==> src/hdl/teq_pkg.sv <==
package teq_pkg;

   localparam int DEFAULT_DEPTH = 16;

   typedef enum logic [1:0] {
      OP_INSERT = 2'd0,
      OP_POP    = 2'd1,
      OP_REMOVE = 2'd2,
      OP_FIND   = 2'd3
   } op_type;

   typedef struct packed {
      op_type             operation;
      logic [15:0]        event_type;
      logic [31:0]        due_count;
      logic [31:0]        now_count;
      logic signed [31:0] cycle_credit;
   } req_type;

   typedef struct packed {
      logic        hit;
      logic [15:0] hit_type;
      logic [31:0] hit_due;
      logic [31:0] next_due;
      logic        queue_empty;
      logic [4:0]  occupancy;
      logic        dropped;
   } rsp_type;

   typedef struct packed {
      logic [15:0] event_type;
      logic [31:0] due_count;
   } entry_type;

   typedef enum logic [1:0] {
      ST_IDLE,
      ST_SCAN,
      ST_HEAD_READ,
      ST_REPLY
   } state_type;

   // Commands from the controller to the datapath.
   typedef struct packed {
      logic load;
      logic step;
      logic finish;
      logic head_read;
      logic reply;
   } cmd_type;

   // Status from the datapath to the controller.
   typedef struct packed {
      logic at_end;
   } stat_type;

endpackage

==> src/hdl/teq_ctrl.sv <==
module teq_ctrl (
   input  logic               clock,
   input  logic               reset,
   input  logic               accept,
   input  teq_pkg::stat_type  status,
   output teq_pkg::cmd_type   cmd,
   output logic               busy
);

   teq_pkg::state_type state_ff;
   teq_pkg::state_type state_in;

   always_ff @(posedge clock) begin
      if (reset) begin
         state_ff <= teq_pkg::ST_IDLE;
      end else begin
         state_ff <= state_in;
      end
   end

   always_comb begin
      state_in = state_ff;
      cmd      = '0;
      busy     = 1'b1;
      case (state_ff)
         teq_pkg::ST_IDLE: begin
            busy = 1'b0;
            if (accept) begin
               cmd.load = 1'b1;
               state_in = teq_pkg::ST_SCAN;
            end
         end
         teq_pkg::ST_SCAN: begin
            if (status.at_end) begin
               cmd.finish = 1'b1;
               state_in   = teq_pkg::ST_HEAD_READ;
            end else begin
               cmd.step = 1'b1;
            end
         end
         teq_pkg::ST_HEAD_READ: begin
            cmd.head_read = 1'b1;
            state_in      = teq_pkg::ST_REPLY;
         end
         teq_pkg::ST_REPLY: begin
            cmd.reply = 1'b1;
            state_in  = teq_pkg::ST_IDLE;
         end
         default: begin
            state_in = teq_pkg::ST_IDLE;
         end
      endcase
   end

endmodule

==> src/hdl/teq_datapath.sv <==
module teq_datapath #(
   parameter int DEPTH = teq_pkg::DEFAULT_DEPTH
) (
   input  logic               clock,
   input  logic               reset,
   input  teq_pkg::cmd_type   cmd,
   input  teq_pkg::req_type   req_data,
   output teq_pkg::stat_type  status,
   output logic               rsp_strobe,
   output teq_pkg::rsp_type   rsp_data
);

   localparam int AW = (DEPTH > 1) ? $clog2(DEPTH) : 1;
   localparam int CW = $clog2(DEPTH + 1);

   teq_pkg::entry_type mem [DEPTH];
   teq_pkg::entry_type rd_entry_ff;

   // Control state.
   logic [CW-1:0] fill_ff, fill_in;
   logic [CW-1:0] idx_ff, idx_in;
   logic          found_ff, found_in;
   logic          strobe_ff, strobe_in;

   // Payload state.
   teq_pkg::op_type    op_ff;
   logic [15:0]        type_ff;
   logic [31:0]        due_ff;
   logic [31:0]        now_ff;
   logic [31:0]        ref_ff;
   logic               drop_ff;
   teq_pkg::entry_type carry_ff, carry_in;
   teq_pkg::entry_type hit_ff, hit_in;
   teq_pkg::rsp_type   rsp_ff;

   logic               wr_en;
   logic [AW-1:0]      wr_addr;
   teq_pkg::entry_type wr_data;
   logic               rd_en;
   logic [AW-1:0]      rd_addr;

   logic [CW-1:0]      idx_plus;
   logic [CW-1:0]      idx_minus;
   logic [31:0]        new_off;
   logic [31:0]        old_off;
   logic               is_earlier;
   logic               is_match;
   teq_pkg::entry_type new_entry;

   assign idx_plus   = idx_ff + CW'(1);
   assign idx_minus  = idx_ff - CW'(1);
   assign new_off    = due_ff - ref_ff;
   assign old_off    = rd_entry_ff.due_count - ref_ff;
   assign is_earlier = new_off < old_off;
   assign new_entry  = '{event_type: type_ff, due_count: due_ff};
   assign status.at_end = (idx_ff == fill_ff);

   always_comb begin
      case (op_ff)
         teq_pkg::OP_POP:    is_match = (idx_ff == '0);
         teq_pkg::OP_REMOVE: is_match = (rd_entry_ff.event_type == type_ff);
         teq_pkg::OP_FIND:   is_match = (rd_entry_ff.event_type == type_ff);
         default:            is_match = 1'b0;
      endcase
   end

   always_comb begin
      fill_in   = fill_ff;
      idx_in    = idx_ff;
      found_in  = found_ff;
      carry_in  = carry_ff;
      hit_in    = hit_ff;
      strobe_in = cmd.reply;
      wr_en     = 1'b0;
      wr_addr   = idx_ff[AW-1:0];
      wr_data   = carry_ff;
      rd_en     = 1'b0;
      rd_addr   = '0;

      if (cmd.load) begin
         idx_in   = '0;
         found_in = 1'b0;
         hit_in   = '0;
         rd_en    = 1'b1;
      end

      if (cmd.step) begin
         idx_in  = idx_plus;
         rd_en   = 1'b1;
         rd_addr = idx_plus[AW-1:0];
         if (op_ff == teq_pkg::OP_INSERT) begin
            if (!drop_ff) begin
               if (!found_ff && is_earlier) begin
                  wr_en    = 1'b1;
                  wr_data  = new_entry;
                  carry_in = rd_entry_ff;
                  found_in = 1'b1;
               end else if (found_ff) begin
                  wr_en    = 1'b1;
                  wr_data  = carry_ff;
                  carry_in = rd_entry_ff;
               end
            end
         end else begin
            if (!found_ff && is_match) begin
               found_in = 1'b1;
               hit_in   = rd_entry_ff;
            end else if (found_ff && op_ff != teq_pkg::OP_FIND) begin
               // Close the gap left by the removed entry.
               wr_en   = 1'b1;
               wr_addr = idx_minus[AW-1:0];
               wr_data = rd_entry_ff;
            end
         end
      end

      if (cmd.finish) begin
         if (op_ff == teq_pkg::OP_INSERT) begin
            if (!drop_ff) begin
               wr_en   = 1'b1;
               wr_addr = fill_ff[AW-1:0];
               wr_data = found_ff ? carry_ff : new_entry;
               fill_in = fill_ff + CW'(1);
            end
         end else if (found_ff && op_ff != teq_pkg::OP_FIND) begin
            fill_in = fill_ff - CW'(1);
         end
      end

      if (cmd.head_read) begin
         rd_en = 1'b1;
      end
   end

   always_ff @(posedge clock) begin
      if (wr_en) begin
         mem[wr_addr] <= wr_data;
      end
      if (rd_en) begin
         rd_entry_ff <= mem[rd_addr];
      end
   end

   always_ff @(posedge clock) begin
      if (reset) begin
         fill_ff   <= '0;
         idx_ff    <= '0;
         found_ff  <= 1'b0;
         strobe_ff <= 1'b0;
      end else begin
         fill_ff   <= fill_in;
         idx_ff    <= idx_in;
         found_ff  <= found_in;
         strobe_ff <= strobe_in;
      end
   end

   always_ff @(posedge clock) begin
      carry_ff <= carry_in;
      hit_ff   <= hit_in;
      if (cmd.load) begin
         op_ff   <= req_data.operation;
         type_ff <= req_data.event_type;
         due_ff  <= req_data.due_count;
         now_ff  <= req_data.now_count;
         if (req_data.cycle_credit > 32'sd0) begin
            ref_ff <= req_data.now_count - 32'(req_data.cycle_credit);
         end else begin
            ref_ff <= req_data.now_count;
         end
         drop_ff <= (req_data.operation == teq_pkg::OP_INSERT) && (fill_ff == CW'(DEPTH));
      end
      if (cmd.reply) begin
         rsp_ff.hit         <= found_ff && (op_ff != teq_pkg::OP_INSERT);
         rsp_ff.hit_type    <= hit_ff.event_type;
         rsp_ff.hit_due     <= hit_ff.due_count;
         rsp_ff.next_due    <= (fill_ff == '0) ? now_ff : rd_entry_ff.due_count;
         rsp_ff.queue_empty <= (fill_ff == '0);
         rsp_ff.occupancy   <= 5'(fill_ff);
         rsp_ff.dropped     <= drop_ff;
      end
   end

   assign rsp_strobe = strobe_ff;
   assign rsp_data   = rsp_ff;

   a_fill_bound: assert property (@(posedge clock) disable iff (reset)
      fill_ff <= CW'(DEPTH))
      else $error("entry count exceeds the queue depth");

   a_write_in_range: assert property (@(posedge clock) disable iff (reset)
      wr_en |-> (32'(wr_addr) < DEPTH))
      else $error("storage write outside the queue depth");

   a_drop_when_full: assert property (@(posedge clock) disable iff (reset)
      (rsp_strobe && rsp_data.dropped) |-> (fill_ff == CW'(DEPTH)))
      else $error("insert dropped while the queue had room");

   a_strobe_single: assert property (@(posedge clock) disable iff (reset)
      rsp_strobe |=> !rsp_strobe)
      else $error("result strobe held for more than one cycle");

   a_drop_no_hit: assert property (@(posedge clock) disable iff (reset)
      (rsp_strobe && rsp_data.hit) |-> !rsp_data.dropped)
      else $error("result flags both a hit and a dropped insert");

endmodule

==> src/hdl/timed_event_queue_core.sv <==
// Channel   Ports                           Direction  Transaction
// request   start, busy, req_data           in         start high while busy is low
// result    rsp_strobe, rsp_data            out        one cycle, marked by rsp_strobe
//
// An operation walks over the entries held before it in the entry storage, one entry per
// cycle through a single write port and a single registered read port, then reads the
// head entry and registers the result.
// Reset is synchronous and active high; it empties the queue and returns the controller
// to idle. Entry storage is not cleared, since only entries below the fill count are read.
// The receiver cannot stall: each result appears for exactly one cycle, and busy drops in
// that same cycle so the next transaction may be accepted alongside it.
module timed_event_queue_core #(
   parameter int DEPTH = teq_pkg::DEFAULT_DEPTH
) (
   input  logic              clock,
   input  logic              reset,
   input  logic              start,
   output logic              busy,
   input  teq_pkg::req_type  req_data,
   output logic              rsp_strobe,
   output teq_pkg::rsp_type  rsp_data
);

   // A transaction is taken when start is high and the controller is idle.
   logic              accept;
   teq_pkg::cmd_type  cmd;
   teq_pkg::stat_type status;

   assign accept = start && !busy;

   // The controller sequences load, the storage walk, the head read and the reply.
   teq_ctrl u_ctrl (
      .clock  (clock),
      .reset  (reset),
      .accept (accept),
      .status (status),
      .cmd    (cmd),
      .busy   (busy)
   );

   // The datapath holds the ordered entry storage, the fill count and the result register.
   // Inserts ripple later entries up by one slot as the walk passes them; removals pull
   // later entries down by one slot behind the matched entry.
   teq_datapath #(
      .DEPTH (DEPTH)
   ) u_datapath (
      .clock      (clock),
      .reset      (reset),
      .cmd        (cmd),
      .req_data   (req_data),
      .status     (status),
      .rsp_strobe (rsp_strobe),
      .rsp_data   (rsp_data)
   );

endmodule
==> config.mk <==
export PLATFORM = sky130hd
export DESIGN_NAME = timed_event_queue_core
export DESIGN_NICKNAME = d
export VERILOG_FILES = /design/src/hdl/teq_pkg.sv /design/src/hdl/teq_ctrl.sv /design/src/hdl/teq_datapath.sv /design/src/hdl/timed_event_queue_core.sv
export SDC_FILE = /design/constraint.sdc
export NUM_CORES = 2
export LEC_CHECK = 0
export BUFFER_PORTS_ARGS = -buffer_cell sky130_fd_sc_hd__buf_2
export CORE_ASPECT_RATIO = 1.4
export CORE_UTILIZATION = 56
export CTS_CLUSTER_SIZE = 24
export DETAILED_ROUTE_END_ITERATION = 12
export GPL_ROUTABILITY_DRIVEN = 0
export PLACE_DENSITY_LB_ADDON = 0.25
export RECOVER_POWER = 50
export SLEW_MARGIN = 30
export SYNTH_ARGS = -nofsm -noshare
export SYNTH_HDL_FRONTEND = slang
export SYNTH_SLANG_ARGS = --single-unit
==> constraint.sdc <==
create_clock -name clock -period 7.9 [get_ports clock]
set_input_delay 0.79 -clock clock [delete_from_list [all_inputs] [get_ports clock]]
set_output_delay 0.79 -clock clock [all_outputs]
set_load 0.005 [all_outputs]
==> impl_summary.md <==
Outcome
The flow ran to the end, but the final reports show violations. The final reports fail on max-capacitance violations, max-slew violations.

STA
Setup violations remaining at the end of the flow were counted as 0. The tightest slew margin relative to the limit is -179%. Setup repair after global routing left no endpoint under its margin.

Between clock sinks in the finished design, the worst skew comes to 0.0403 ns. The worst-margin pin slew is 4.19 ns. The worst path meets setup with 1.03 ns of slack. The number of max-slew violations in the final report is 696. Static timing analysis puts the maximum clock frequency at 145 MHz. Dividing the final minimum period by the clock period gives 87.0%.

The hold violation count in the final report is 0. The summed negative setup slack over all endpoints is 0 ns. The minimum period implied by the final worst setup slack is 6.87 ns.

Power and ir drop
The analysis attributes to cell leakage a power of 0.0191 uW. Across the VDD grid, the largest voltage drop is 0.209 mV. Dividing total power by cell area gives a power density of 321 nW/um^2.

Logic synthesis
The share of flip-flops with an asynchronous set or reset after synthesis is 0%. The synthesized area is 49800 um^2. The synthesized area per cell is 13.0 um^2. Counting every net in the synthesized netlist gives 4095. Yosys mapped the design onto 88 distinct sky130hd cell types.

The number of enable flip-flop cells after synthesis is 1067. The share of the Yosys chip area taken by registers is 66.9%. During synthesis, Yosys emitted a total of 0 warnings. Counting flops and latches in the post-synthesis netlist gives 1129. Among all flip-flop cells after synthesis, the most frequent one is edfxtp_1. The post-synthesis cell count is 3839.

Clocking
The deepest level of the CTS H-tree is 3. After clock tree synthesis, the flow added hold-fix buffers numbering 0. In this run, post-CTS repair resized a total of 0 instances.

The clock net in this run drives a total of 1129 sinks. TritonCTS built the clock tree. Buffers added to address setup during post-CTS repair amount to 0. The root buffer cell chosen for the clock tree is clkbuf_16. The total clock buffers created by CTS is 101. The clock reaches the later pin of the worst-skew pair after 0.72 ns. The clock slew seen by the registers of the worst setup and hold paths is 0.07 ns.

The maximum count of clock buffers along a single path is 3.

Critical path
The worst flop-to-flop path startpoint is u_datapath.idx_ff[0]. STA classifies the critical path endpoint as a flip-flop. STA puts the critical path data arrival time at 7.31 ns.

In this run the register-to-register setup slack is 1.03 ns. The critical path starts at u_datapath.idx_ff[0]. The worst setup path is of the flip-flop to flip-flop kind.

STA puts the critical path data required time at 8.33 ns. The worst register-to-register path ends at u_datapath.rd_entry_ff[0]. The number of cells on the worst reg-to-reg path is 9. The worst setup path is launched from a flip-flop. The maximum net fanout on the critical path is 127.

Floorplan
The die covers 90100 um^2. The die outline width is 254 um. For this configuration, the core starts out at a cell density of 56.5%. The floorplan has 129 rows. The core area is 88100 um^2. In this run the vertical extent of the chip is 355 um.

207 I/O pins were placed.

Layout
The filler cells instantiated in the layout total 6708. The area overhead of the layout relative to synthesis is 11.3%. The finished cells cover 55400 um^2. The final net count is 4284.

The sequential cells in the finished layout cover a total of 33300 um^2. In the final layout, the multi-input gates occupy 15200 um^2. Cells fill 62.9% of the core in the end. The fraction of final layout cells sized beyond drive strength 1 is 10.1%. The filler-free cell count of the finished design is 5296.

Min path
The startpoint identified for the worst hold timing path is req_data[86]. The path with the worst hold slack has its endpoint at u_datapath.due_ff[22]. The kind of path behind the tightest hold check is input port to flip-flop. The cell depth of the worst hold path is 1.

Global route
The met1 global-route usage is 37.4%. For this run, global-route usage on met2 was measured as 49.2%. The initial antenna violation count is 3. The pin count of the biggest net entering global routing is 161.

The global routing usage summed across all routing layers is 29.7%. The via count of the first global-routing pass came to 32400. The remaining global-route overflow is 0. The most crowded layer after global routing is met2. For this run, global-route usage on met3 was measured as 5.49%. The first global-routing pass estimated 198 mm of wire.

Drt
In the final routed layout, each cell accounts on average for 25.4 um. The total vias in the final route is 33700. The count of nets left with antenna violations once routing finished came out at 0. The total wire length after detailed routing is 135 mm. The detailed-router iteration count before antenna repair is 5. The first routing iteration left 3307 violations. The detailed-route vias per instance is 6.36. The number of remaining DRC errors is 0.

Place
Before CTS, the worst setup slack after placement is 1.51 ns. The number of port buffers is 206. The placed instances occupy a cell area of 52300 um^2.

Including well taps, the total number of placed cells is 5104. The final HPWL from detailed placement is 79.2 mm.

Job
The max capacitance violation total is 12.
## placed cells by master (no fill, tap or decap), types with 23 or more instances in the layout
cell	netlist	layout
clkbuf_1	140	160
o21ai_0	185	196
dfxtp_1	62	62
clkbuf_16	0	103
nor2_1	114	113
edfxtp_1	1067	1067
o22ai_1	23	23
a31oi_1	34	35
mux2i_1	53	53
o31ai_1	58	57
a22oi_1	48	48
and2_1	46	43
ha_1	135	135
nand2_1	634	631
mux2_2	32	29
o221ai_1	73	73
a211oi_1	51	51
inv_1	97	96
nand3_1	151	151
a21o_1	45	45
a21oi_1	142	143
and3_1	40	40
xor2_1	39	39
a311oi_1	114	114
and3b_1	48	48
xnor2_1	72	72
buf_2	64	83
buf_4	12	92
nor3_1	34	25
## state kept, by name, indices dropped and copies added, names as in the netlist, 32 cells and up
register,cells
u_datapath.rd_entry_ff,48
u_datapath.rsp_data,88
u_datapath.hit_ff,48
u_datapath.due_ff,32
u_datapath.carry_ff,48
u_datapath.ref_ff,32
u_datapath.now_ff,32
u_datapath.mem,768
## worst max-delay path: stages (launching register included)
cell	delay [ns]
dfxtp_1	1.31
xor2_1	0.19
nor2_1	0.10
a21boi_4	0.18
buf_4	0.77
nand2_1	0.80
clkbuf_2	1.80
a311oi_1	0.84
a311oi_1	0.09
a21oi_1	0.45
## per-layer routing
layer  vias up  wire, um
met5         -        31
met4         4      6810
met3       330     12000
met2      1759     65200
met1     16600     50600
li1      15000         -
## logic make-up (layout without fill, tap and decap cells)
family,count (synthesis),in the layout,share of synthesized area (%)
adders and majority gates,139,139,3.56
xor gates and xnor gates,111,111,1.95
other,0,1,0
and+or+nand+nor,1152,1152,10.6
AOI/OAI and AO/OA,895,895,12.4
DFF,1129,1129,66.9
buffers and inverters,328,605,2.76
muxes,85,85,1.79
## through the flow
step                hold slack, ns  total power (uW)
global placement             0.413             12700
global route                 0.224             18500
floorplan                    0.408             11100
CTS                          0.202             17800
detailed placement           0.416             12800
finish                       0.239             17800
## synthesized netlist by cell type, drive strengths merged (5+ instances only)
master	count	area share (%)
edfxtp	1067	64
nand2	635	4.8
o21ai	220	2.2
nand3	151	1.5
a21oi	146	1.5
clkbuf	140	1.1
ha	135	3.4
nor2	116	0.92
a311oi	114	2.0
inv	98	0.74
buf	90	0.96
o221ai	73	1.3
xnor2	72	1.3
dfxtp	62	2.5
o31ai	60	0.96
a211oi	54	0.85
mux2i	53	1.1
a22oi	48	0.72
and3b	48	0.85
a21o	47	0.71
and2	46	0.58
and3	40	0.50
xor2	39	0.69
nor3	36	0.38
a31oi	35	0.45
mux2	32	0.72
o22ai	23	0.29
nand4	20	0.26
nand2b	17	0.21
nor4	13	0.19
nor2b	12	0.15
o21a	12	0.18
a32oi	9	0.16
a211o	7	0.12
o21bai	7	0.11
a21boi	6	0.11
o211ai	5	0.096
## final cells by class
type / instances / area share, %
clock buffer: 140 / 5.05
multi-input combinational: 2382 / 27.4
antenna: 1 / 0.00452
timing repair buffer: 316 / 3.04
inverter: 98 / 0.666
sequential: 1129 / 60.1
clock inverter: 51 / 1.06
tap: 1179 / 2.66
## power breakdown
group | switching (uW) | total, uW | internal [uW]
Clock | 2200 | 5030 | 2820
Sequential | 444 | 7960 | 7520
Combinational | 3050 | 4770 | 1720
## how the worst max path moves through the flow
stage,to,cells after the start
after global placement,u_datapath.mem[15][17],22
after CTS,u_datapath.mem[5][17],22
after floorplan,u_datapath.mem[11][0],20
after global routing,u_datapath.rd_entry_ff[1],10
after detailed placement,u_datapath.mem[10][17],22
final,u_datapath.rd_entry_ff[0],9
No activity file was read; power rests on OpenSTA's default activity.
